File: src/utfenc_pkg.sv
// shared types, constants and the utf-8 byte encoder
package utfenc_pkg;

    localparam int unsigned APB_ADDR_W = 3;
    localparam int unsigned APB_DATA_W = 32;

    localparam logic [APB_ADDR_W-1:0] ADDR_BUFFER_SIZE = 3'd0;

    localparam logic [15:0] BUFFER_SIZE_RESET = 16'hFFFF;
    localparam logic [20:0] CP_REPLACEMENT    = 21'h00FFFD;
    localparam logic [20:0] CP_SUPPLEMENTARY  = 21'h010000;
    localparam logic [20:0] CP_LIMIT_1BYTE    = 21'h000080;
    localparam logic [20:0] CP_LIMIT_2BYTE    = 21'h000800;
    localparam logic [23:0] REPLACEMENT_BYTES = 24'hEFBFBD;
    localparam logic [2:0]  REPLACEMENT_LEN   = 3'd3;

    // one utf-8 sequence, first byte in the top bits
    typedef struct packed {
        logic [2:0]  len;
        logic [31:0] bytes;
    } t_enc;

    // work handed from the front to the back
    typedef struct packed {
        logic        rep_first;  // a broken surrogate's U+FFFD goes first
        logic [2:0]  main_len;   // zero when the word yields no own code point
        logic [31:0] main_bytes;
        logic        eot;
    } t_entry;

    function automatic t_enc encode(input logic [20:0] cp);
        t_enc e;
        e.len   = 3'd0;
        e.bytes = 32'h0;
        if (cp < CP_LIMIT_1BYTE) begin
            e.len   = 3'd1;
            e.bytes = {1'b0, cp[6:0], 24'h0};
        end else if (cp < CP_LIMIT_2BYTE) begin
            e.len   = 3'd2;
            e.bytes = {3'b110, cp[10:6], 2'b10, cp[5:0], 16'h0};
        end else if (cp < CP_SUPPLEMENTARY) begin
            e.len   = 3'd3;
            e.bytes = {4'b1110, cp[15:12], 2'b10, cp[11:6], 2'b10, cp[5:0], 8'h0};
        end else begin
            e.len   = 3'd4;
            e.bytes = {5'b11110, cp[20:18], 2'b10, cp[17:12], 2'b10, cp[11:6],
                       2'b10, cp[5:0]};
        end
        return e;
    endfunction

endpackage

File: src/utfenc_front.sv
// front: takes utf-16 words, pairs surrogates and encodes code points
module utfenc_front (
    input  logic                 i_clk,
    input  logic                 i_rst_n,
    input  logic                 i_valid,
    output logic                 o_ready,
    input  logic [15:0]          i_code_unit,
    input  logic                 i_end_of_text,
    output logic                 o_push,
    output utfenc_pkg::t_entry   o_entry,
    input  logic                 i_push_ready
);
    import utfenc_pkg::*;

    logic       r_high_pending, n_high_pending;
    logic [9:0] r_high_bits, n_high_bits;
    logic       is_high, is_low, accept;
    logic [20:0] main_cp, pair_cp;
    logic       main_on;
    t_enc       enc;

    assign accept  = i_valid && i_push_ready;
    assign o_ready = i_push_ready;

    always_comb begin
        is_high = i_code_unit inside {[16'hD800:16'hDBFF]};
        is_low  = i_code_unit inside {[16'hDC00:16'hDFFF]};
        pair_cp = CP_SUPPLEMENTARY + {1'b0, r_high_bits, 10'h0}
                + {11'h0, i_code_unit[9:0]};
        main_on = 1'b1;
        main_cp = {5'h0, i_code_unit};
        n_high_pending = r_high_pending;
        n_high_bits    = r_high_bits;
        if (r_high_pending && is_low) begin
            main_cp = pair_cp;
        end else if (is_high) begin
            // a high surrogate waits for its partner unless the text ends here
            main_on = i_end_of_text;
            main_cp = CP_REPLACEMENT;
        end else if (is_low) begin
            main_cp = CP_REPLACEMENT;
        end
        enc = encode(main_cp);

        o_entry.rep_first  = r_high_pending && !is_low;
        o_entry.main_len   = main_on ? enc.len : 3'd0;
        o_entry.main_bytes = enc.bytes;
        o_entry.eot        = i_end_of_text;
        o_push = accept && (o_entry.rep_first || main_on || i_end_of_text);

        if (accept) begin
            if (i_end_of_text) begin
                n_high_pending = 1'b0;
                n_high_bits    = 10'h0;
            end else if (is_high && !(r_high_pending && is_low)) begin
                n_high_pending = 1'b1;
                n_high_bits    = i_code_unit[9:0];
            end else begin
                n_high_pending = 1'b0;
            end
        end
    end

    always_ff @(posedge i_clk) begin
        if (!i_rst_n) begin
            r_high_pending <= 1'b0;
            r_high_bits    <= 10'h0;
        end else begin
            r_high_pending <= n_high_pending;
            r_high_bits    <= n_high_bits;
        end
    end

endmodule

File: src/utfenc_queue.sv
// two-entry queue between front and back
module utfenc_queue (
    input  logic                 i_clk,
    input  logic                 i_rst_n,
    input  logic                 i_push,
    input  utfenc_pkg::t_entry   i_entry,
    output logic                 o_push_ready,
    output logic                 o_valid,
    output utfenc_pkg::t_entry   o_entry,
    input  logic                 i_pop
);
    import utfenc_pkg::*;

    t_entry     r_mem [2];
    logic       r_wr_ptr, n_wr_ptr;
    logic       r_rd_ptr, n_rd_ptr;
    logic [1:0] r_count, n_count;
    logic       do_push, do_pop;

    assign o_push_ready = (r_count != 2'd2);
    assign o_valid      = (r_count != 2'd0);
    assign o_entry      = r_mem[r_rd_ptr];
    assign do_push      = i_push && o_push_ready;
    assign do_pop       = i_pop && o_valid;

    always_comb begin
        n_wr_ptr = do_push ? !r_wr_ptr : r_wr_ptr;
        n_rd_ptr = do_pop ? !r_rd_ptr : r_rd_ptr;
        n_count  = r_count;
        if (do_push && !do_pop) begin
            n_count = r_count + 2'd1;
        end else if (do_pop && !do_push) begin
            n_count = r_count - 2'd1;
        end
    end

    always_ff @(posedge i_clk) begin
        if (do_push) begin
            r_mem[r_wr_ptr] <= i_entry;
        end
    end

    always_ff @(posedge i_clk) begin
        if (!i_rst_n) begin
            r_wr_ptr <= 1'b0;
            r_rd_ptr <= 1'b0;
            r_count  <= 2'd0;
        end else begin
            r_wr_ptr <= n_wr_ptr;
            r_rd_ptr <= n_rd_ptr;
            r_count  <= n_count;
        end
    end

endmodule

File: src/utfenc_back.sv
// back: fit check against the buffer, then one byte per cycle out while the output is not stalled
module utfenc_back (
    input  logic                 i_clk,
    input  logic                 i_rst_n,
    input  logic [15:0]          i_buffer_size,
    input  logic                 i_q_valid,
    input  utfenc_pkg::t_entry   i_q_entry,
    output logic                 o_q_pop,
    output logic                 o_valid,
    input  logic                 i_ready,
    output logic [7:0]           o_out_byte,
    output logic                 o_byte_valid,
    output logic                 o_run_last,
    output logic                 o_string_done,
    output logic [15:0]          o_total_bytes
);
    import utfenc_pkg::*;

    // committed string state
    logic [15:0] r_bw, n_bw;
    logic        r_stopped, n_stopped;
    // word being sent
    logic [47:0] r_buf, n_buf;
    logic [2:0]  r_left, n_left;
    logic        r_eot, n_eot;
    logic        r_bare, n_bare;
    logic [15:0] r_tot, n_tot;
    // output register
    logic        r_ov, n_ov;
    logic [7:0]  r_byte, n_byte;
    logic        r_bval, n_bval;
    logic        r_rlast, n_rlast;
    logic        r_done, n_done;
    logic [15:0] r_total, n_total;

    logic        step, load;
    logic [15:0] usable;
    logic [16:0] room;
    logic        fit_rep, stop_rep, fit_main, main_on;
    logic [2:0]  rep_len, main_need, n_bytes;
    logic [31:0] main_sel;
    logic [15:0] tot_step;

    assign step    = (r_left != 3'd0) && (!r_ov || i_ready);
    assign load    = i_q_valid && ((r_left == 3'd0) || ((r_left == 3'd1) && step));
    assign o_q_pop = load;

    always_comb begin
        usable    = (i_buffer_size == 16'h0) ? 16'h0 : i_buffer_size - 16'h1;
        // signed space left; negative once the size shrank below the count
        room      = {1'b0, usable} - {1'b0, r_bw};
        main_on   = (i_q_entry.main_len != 3'd0);
        fit_rep   = i_q_entry.rep_first && !r_stopped && !room[16]
                  && (room[15:0] >= {13'h0, REPLACEMENT_LEN});
        stop_rep  = r_stopped || (i_q_entry.rep_first && !fit_rep);
        rep_len   = fit_rep ? REPLACEMENT_LEN : 3'd0;
        main_need = rep_len + i_q_entry.main_len;
        fit_main  = main_on && !stop_rep && !room[16]
                  && (room[15:0] >= {13'h0, main_need});
        main_sel  = fit_main ? i_q_entry.main_bytes : 32'h0;
        n_bytes   = fit_main ? main_need : rep_len;
        tot_step  = r_bare ? r_tot : r_tot + 16'h1;

        n_bw      = r_bw;
        n_stopped = r_stopped;
        n_buf     = r_buf;
        n_left    = r_left;
        n_eot     = r_eot;
        n_bare    = r_bare;
        n_tot     = r_tot;
        n_ov      = r_ov && !i_ready;
        n_byte    = r_byte;
        n_bval    = r_bval;
        n_rlast   = r_rlast;
        n_done    = r_done;
        n_total   = r_total;

        if (step) begin
            n_ov    = 1'b1;
            n_byte  = r_buf[47:40];
            n_bval  = !r_bare;
            n_rlast = (r_left == 3'd1);
            n_done  = (r_left == 3'd1) && r_eot;
            n_total = tot_step;
            n_tot   = tot_step;
            n_buf   = {r_buf[39:0], 8'h0};
            n_left  = r_left - 3'd1;
        end

        if (load) begin
            n_buf  = fit_rep ? {REPLACEMENT_BYTES, main_sel[31:8]} : {main_sel, 16'h0};
            n_eot  = i_q_entry.eot;
            n_tot  = r_bw;
            // an end with nothing written still gives one bare marker
            n_bare = i_q_entry.eot && (n_bytes == 3'd0);
            n_left = n_bare ? 3'd1 : n_bytes;
            if (i_q_entry.eot) begin
                n_bw      = 16'h0;
                n_stopped = 1'b0;
            end else begin
                n_bw      = r_bw + {13'h0, n_bytes};
                n_stopped = stop_rep || (main_on && !fit_main);
            end
        end
    end

    always_ff @(posedge i_clk) begin
        r_buf   <= n_buf;
        r_tot   <= n_tot;
        r_byte  <= n_byte;
        r_bval  <= n_bval;
        r_rlast <= n_rlast;
        r_done  <= n_done;
        r_total <= n_total;
        r_eot   <= n_eot;
        r_bare  <= n_bare;
    end

    always_ff @(posedge i_clk) begin
        if (!i_rst_n) begin
            r_bw      <= 16'h0;
            r_stopped <= 1'b0;
            r_left    <= 3'd0;
            r_ov      <= 1'b0;
        end else begin
            r_bw      <= n_bw;
            r_stopped <= n_stopped;
            r_left    <= n_left;
            r_ov      <= n_ov;
        end
    end

    assign o_valid       = r_ov;
    assign o_out_byte    = r_byte;
    assign o_byte_valid  = r_bval;
    assign o_run_last    = r_rlast;
    assign o_string_done = r_done;
    assign o_total_bytes = r_total;

endmodule

File: src/utf16_to_utf8_encoder.sv
// UTF-16 to UTF-8 encoder with a bounded output count. Each input word is
// one UTF-16 code unit; each output word is one UTF-8 byte with its running
// count, or a bare end marker when the last unit of a string writes nothing.
// A word yields up to 6 output bytes; a high surrogate waiting for its
// partner yields none. The front classifies a unit per cycle into a
// two-entry queue unless it is full, and the back drains one byte per cycle
// unless the output stalls. Sequences are written whole or dropped; the
// first one that does not fit in buffer_size - 1 bytes stops output until
// the string ends. buffer_size is an APB register at byte address 0 (reset
// 65535); the user writes it only while idle; the block does not check.
module utf16_to_utf8_encoder (
    input  logic                                   i_clk,
    input  logic                                   i_rst_n,
    input  logic                                   i_valid,
    output logic                                   o_ready,
    input  logic [15:0]                            i_code_unit,
    input  logic                                   i_end_of_text,
    output logic                                   o_valid,
    input  logic                                   i_ready,
    output logic [7:0]                             o_out_byte,
    output logic                                   o_byte_valid,
    output logic                                   o_run_last,
    output logic                                   o_string_done,
    output logic [15:0]                            o_total_bytes,
    input  logic                                   psel,
    input  logic                                   penable,
    input  logic                                   pwrite,
    input  logic [utfenc_pkg::APB_ADDR_W-1:0]      paddr,
    input  logic [utfenc_pkg::APB_DATA_W-1:0]      pwdata,
    output logic [utfenc_pkg::APB_DATA_W-1:0]      prdata,
    output logic                                   pready
);
    import utfenc_pkg::*;

    logic [15:0] r_buffer_size;
    logic        reg_hit;
    logic        f_push, q_push_ready, q_valid, q_pop;
    t_entry      f_entry, q_entry;

    assign pready  = 1'b1;
    assign reg_hit = (paddr[APB_ADDR_W-1:2] == ADDR_BUFFER_SIZE[APB_ADDR_W-1:2]);
    assign prdata  = reg_hit ? {{(APB_DATA_W-16){1'b0}}, r_buffer_size} : '0;

    always_ff @(posedge i_clk) begin
        if (!i_rst_n) begin
            r_buffer_size <= BUFFER_SIZE_RESET;
        end else if (psel && penable && pwrite && reg_hit) begin
            r_buffer_size <= pwdata[15:0];
        end
    end

    utfenc_front u_front (
        .i_clk         (i_clk),
        .i_rst_n       (i_rst_n),
        .i_valid       (i_valid),
        .o_ready       (o_ready),
        .i_code_unit   (i_code_unit),
        .i_end_of_text (i_end_of_text),
        .o_push        (f_push),
        .o_entry       (f_entry),
        .i_push_ready  (q_push_ready)
    );

    utfenc_queue u_queue (
        .i_clk        (i_clk),
        .i_rst_n      (i_rst_n),
        .i_push       (f_push),
        .i_entry      (f_entry),
        .o_push_ready (q_push_ready),
        .o_valid      (q_valid),
        .o_entry      (q_entry),
        .i_pop        (q_pop)
    );

    utfenc_back u_back (
        .i_clk         (i_clk),
        .i_rst_n       (i_rst_n),
        .i_buffer_size (r_buffer_size),
        .i_q_valid     (q_valid),
        .i_q_entry     (q_entry),
        .o_q_pop       (q_pop),
        .o_valid       (o_valid),
        .i_ready       (i_ready),
        .o_out_byte    (o_out_byte),
        .o_byte_valid  (o_byte_valid),
        .o_run_last    (o_run_last),
        .o_string_done (o_string_done),
        .o_total_bytes (o_total_bytes)
    );

endmodule

File: config.mk
export PLATFORM = sky130hd
export DESIGN_NAME = utf16_to_utf8_encoder
export DESIGN_NICKNAME = d
export VERILOG_FILES = /design/src/utfenc_pkg.sv /design/src/utfenc_front.sv /design/src/utfenc_queue.sv /design/src/utfenc_back.sv /design/src/utf16_to_utf8_encoder.sv
export SDC_FILE = /design/constraint.sdc
export NUM_CORES = 1
export LEC_CHECK = 0
export BUFFER_PORTS_ARGS = -buffer_cell sky130_fd_sc_hd__buf_2
export CAP_MARGIN = 10
export CORE_ASPECT_RATIO = 0.9
export CORE_UTILIZATION = 55
export CTS_CLUSTER_DIAMETER = 30
export DETAILED_ROUTE_END_ITERATION = 10
export PLACE_DENSITY = 0.76
export REMOVE_ABC_BUFFERS = 1
export SETUP_SLACK_MARGIN = 0.15
export SLEW_MARGIN = 0
export SYNTH_ARGS = -nofsm -noshare
export SYNTH_HDL_FRONTEND = slang
export SYNTH_SLANG_ARGS = --single-unit
File: constraint.sdc
create_clock -name i_clk -period 11.8 [get_ports i_clk]
set_input_delay 1.77 -clock i_clk [delete_from_list [all_inputs] [get_ports i_clk]]
set_output_delay 1.77 -clock i_clk [all_outputs]
set_load 0.03 [all_outputs]
==> results.cfg <==
[worst_setup_path]
r2r_cells = 36
timing.rr.end = u_back.r_bw[14]
worst-path-max-fanout = 26
startpoint = r_buffer_size[7]
start_kind = flip-flop
cp_slowest_cell = nor2b_1
critPathMaxStageDelay_ns = 0.65
arrival_ns = 9.80
crit_type = flip-flop to flip-flop
cp.required_ns = 12.19
r2r_start = r_buffer_size[7]
r2r_slack_ns = 2.39
endpoint = u_back.r_bw[14]
critPathCaptureType = flip-flop

[clocking]
cts_buffers = 42
cts.repair.resized = 0
cts_setup_buffers = 0
cts_tree = done
cts_root_buf = clkbuf_16
cts-hold-fix-buffers = 0
cts_max_level = 2
cts.path.max_buffers = 3
clock_latency_ns = 0.51
path_clk_slew_ns = 0.05
cts_sinks = 210

[sta]
min_period_over_period_pct = 79.7
min_period_ns = 9.41
whs_ns = 0.415
rsz0062_at_grt = false
finalHoldViolCount = 0
fmax_ghz = 0.106
finalSetupViolCount = 0
relSlewSlack_pct = 23.5
skew_ns = 0.0242
slew_violations = 0
finalSetupTns_ns = 0
tightest_slew_ns = 1.14

[layout]
areaGrowthSynthToFinish_pct = 18.8
multi_input_area_um2 = 4690
antenna_cells = 0
fillerInstances = 1440
fin_area_um2 = 12900
regArea_um2 = 5780
final_util_pct = 67.2
layout.nets = 1199
layout-drive-gt1-share_pct = 18.5

[power_and_ir_drop]
p_leak_uw = 0.00480
p_per_area_nw_per_um2 = 266
peakVddDrop_v = 0.000172

[yosys]
ys_top_cells_by_count = 157 x edfxtp_1, 100 x nor2_1, 82 x nand2_1, 53 x dfxtp_1, 52 x a21oi_1
synth_top_area_share_pct = 43.3
syn_area_um2 = 10900
synth_ff_type = edfxtp_1
ys_seq_area_share_pct = 53.0
synth_edf_count = 157
yosysUniqueCellTypes = 79
synthCells = 1015
synth_most_common_cell = edfxtp_1
ys_warn_count = 0
synth_seq_cells = 210
synth_area_leaders = edfxtp_1 43%, dfxtp_1 9.7%, mux2i_1 3.7%
avgSynthCellArea_um2 = 10.7
synth_top_cell_by_area = edfxtp_1
async_flop_share_pct = 0

[detailed_routing]
detail_route.first_pass.iterations = 8
vias = 7891
totalWireLength_mm = 23.0
drc = 0
wire_per_inst_um = 16.6
post_drt_via_cell_ratio = 5.69
dr.first_iter.drc_count = 612
ant_nets = 0

[die]
die_area_um2 = 20400
core_um2 = 19300
rows = 48
initial_core_util_pct = 56.5
die_w_um = 150
fp.dieH_um = 136
ioPinCount = 121

[global_route]
grt_usage_pct = 23.1
grt_overflow = 0
grt_pass1_vias = 7261
antenna_found_initial = 0
grt_max_degree = 72
grt_pass1_wl_mm = 36.9

[placed_design]
dpl.hpwl_mm = 15.7
globalplace.congestion = 0.903
io_buffer_count = 85
post_dp_cell_area_um2 = 11400

[run]
drv_cap = 0

[run_status]
status = finished, final reports clean

[hold_path]
min_path_type = flip-flop to flip-flop
==> report_power, final <==
group          leakage (uW)  switching (uW)  internal (uW)  total [uW]
combinational       0.00214             652            335         987
sequential          0.00193            80.5           1140        1220
clock              0.000733             380            857        1240
==> routing by layer <==
| layer | share of wire (%) | vias to the layer above | track usage, % |
|---|---|---|---|
| li1 | - | 3880 | - |
| met1 | 49 | 3719 | 35.0 |
| met2 | 42 | 254 | 33.7 |
| met3 | 7.0 | 38 | 4.24 |
| met4 | 1.7 | 0 | 6.79 |
| met5 | 0 | - | 0 |
==> flip-flops by register name (all words and copies together) (netlist names), named ones only <==
register                cells
u_back.o_run_last           1
u_back.o_string_done        1
u_front.r_high_bits        10
r_buffer_size              16
u_queue.r_count             2
u_queue.r_rd_ptr            1
u_queue.r_mem              66
u_back.r_left               3
u_back.o_total_bytes       16
u_back.o_valid              1
u_back.r_tot               16
u_back.r_bw                16
u_back.r_stopped            1
u_front.r_high_pending      1
u_queue.r_wr_ptr            1
u_back.r_bare               1
u_back.o_byte_valid         1
u_back.o_out_byte           8
u_back.r_eot                1
u_back.r_buf               46
==> per-stage QoR <==
stage                     cells  total power (uW)  setup slack [ns]
after CTS                  1388              3460              2.42
after global placement     1313              2170              2.58
after floorplan             970              1950              3.50
after global routing       1388              3610              1.60
final                      1388              3450              2.39
after detailed placement   1313              2210              2.49
==> worst max-delay path, delay by kind of cell (launching register included) <==
family	cells	cell delay [ns]
and+or+nand+nor	17	5.20
adders and majority gates	7	2.08
AOI/OAI and AO/OA	6	1.11
DFF	1	0.37
buffers and inverters	5	0.36
xor gates and xnor gates	1	0.16
==> logic make-up (layout without fill, tap and decap cells) <==
family,count (synthesis),after routing,share of synthesized area [%]
adders and majority gates,33,33,3.99
xor gates and xnor gates,46,46,3.76
DFF,210,210,53.0
muxes,46,46,4.40
buffers and inverters,109,217,4.68
AOI/OAI and AO/OA,212,212,13.4
other,2,17,0.0689
and+or+nand+nor,357,357,16.7
==> area by class of cell <==
type	instances	share of cell area, %
Clock buffer	50	9.00
Sequential cell	210	44.6
Timing Repair Buffer	93	3.75
Clock inverter	25	2.62
Multi-Input combinational cell	711	36.2
Inverter	49	1.42
Tap cell	250	2.42
==> how the worst min path moves through the flow <==
stage | startpoint | endpoint | slack [ns] | cells after the start
after global placement | u_back.r_buf[47] | u_back.o_out_byte[7] | 0.41 | 0
final | u_back.r_buf[47] | u_back.o_out_byte[7] | 0.42 | 0
after detailed placement | u_back.r_buf[43] | u_back.o_out_byte[3] | 0.41 | 0
after CTS | u_back.r_buf[43] | u_back.o_out_byte[3] | 0.42 | 0
after global routing | u_back.r_buf[43] | u_back.o_out_byte[3] | 0.42 | 0
after floorplan | u_back.r_buf[40] | u_back.o_out_byte[0] | 0.40 | 0
==> placed cells by master (no fill, tap or decap), types with 8 or more instances in the layout <==
cell	count
xnor2_1	33
ha_1	30
inv_1	45
conb_1	17
o21a_1	15
o211ai_1	19
nor2b_1	23
nor2_2	9
o31ai_1	8
o21ai_0	30
nand4_1	11
a21o_1	9
mux2i_1	40
nor3_1	27
and2_1	11
a22oi_1	11
a21oi_1	51
xor2_1	12
nand3_1	30
a22o_1	13
nor2_1	100
buf_2	85
edfxtp_1	157
buf_4	8
or3_1	18
dfxtp_1	52
nand2_1	82
clkbuf_16	45
nand2b_1	8
No activity file was read; power rests on OpenSTA's default activity.
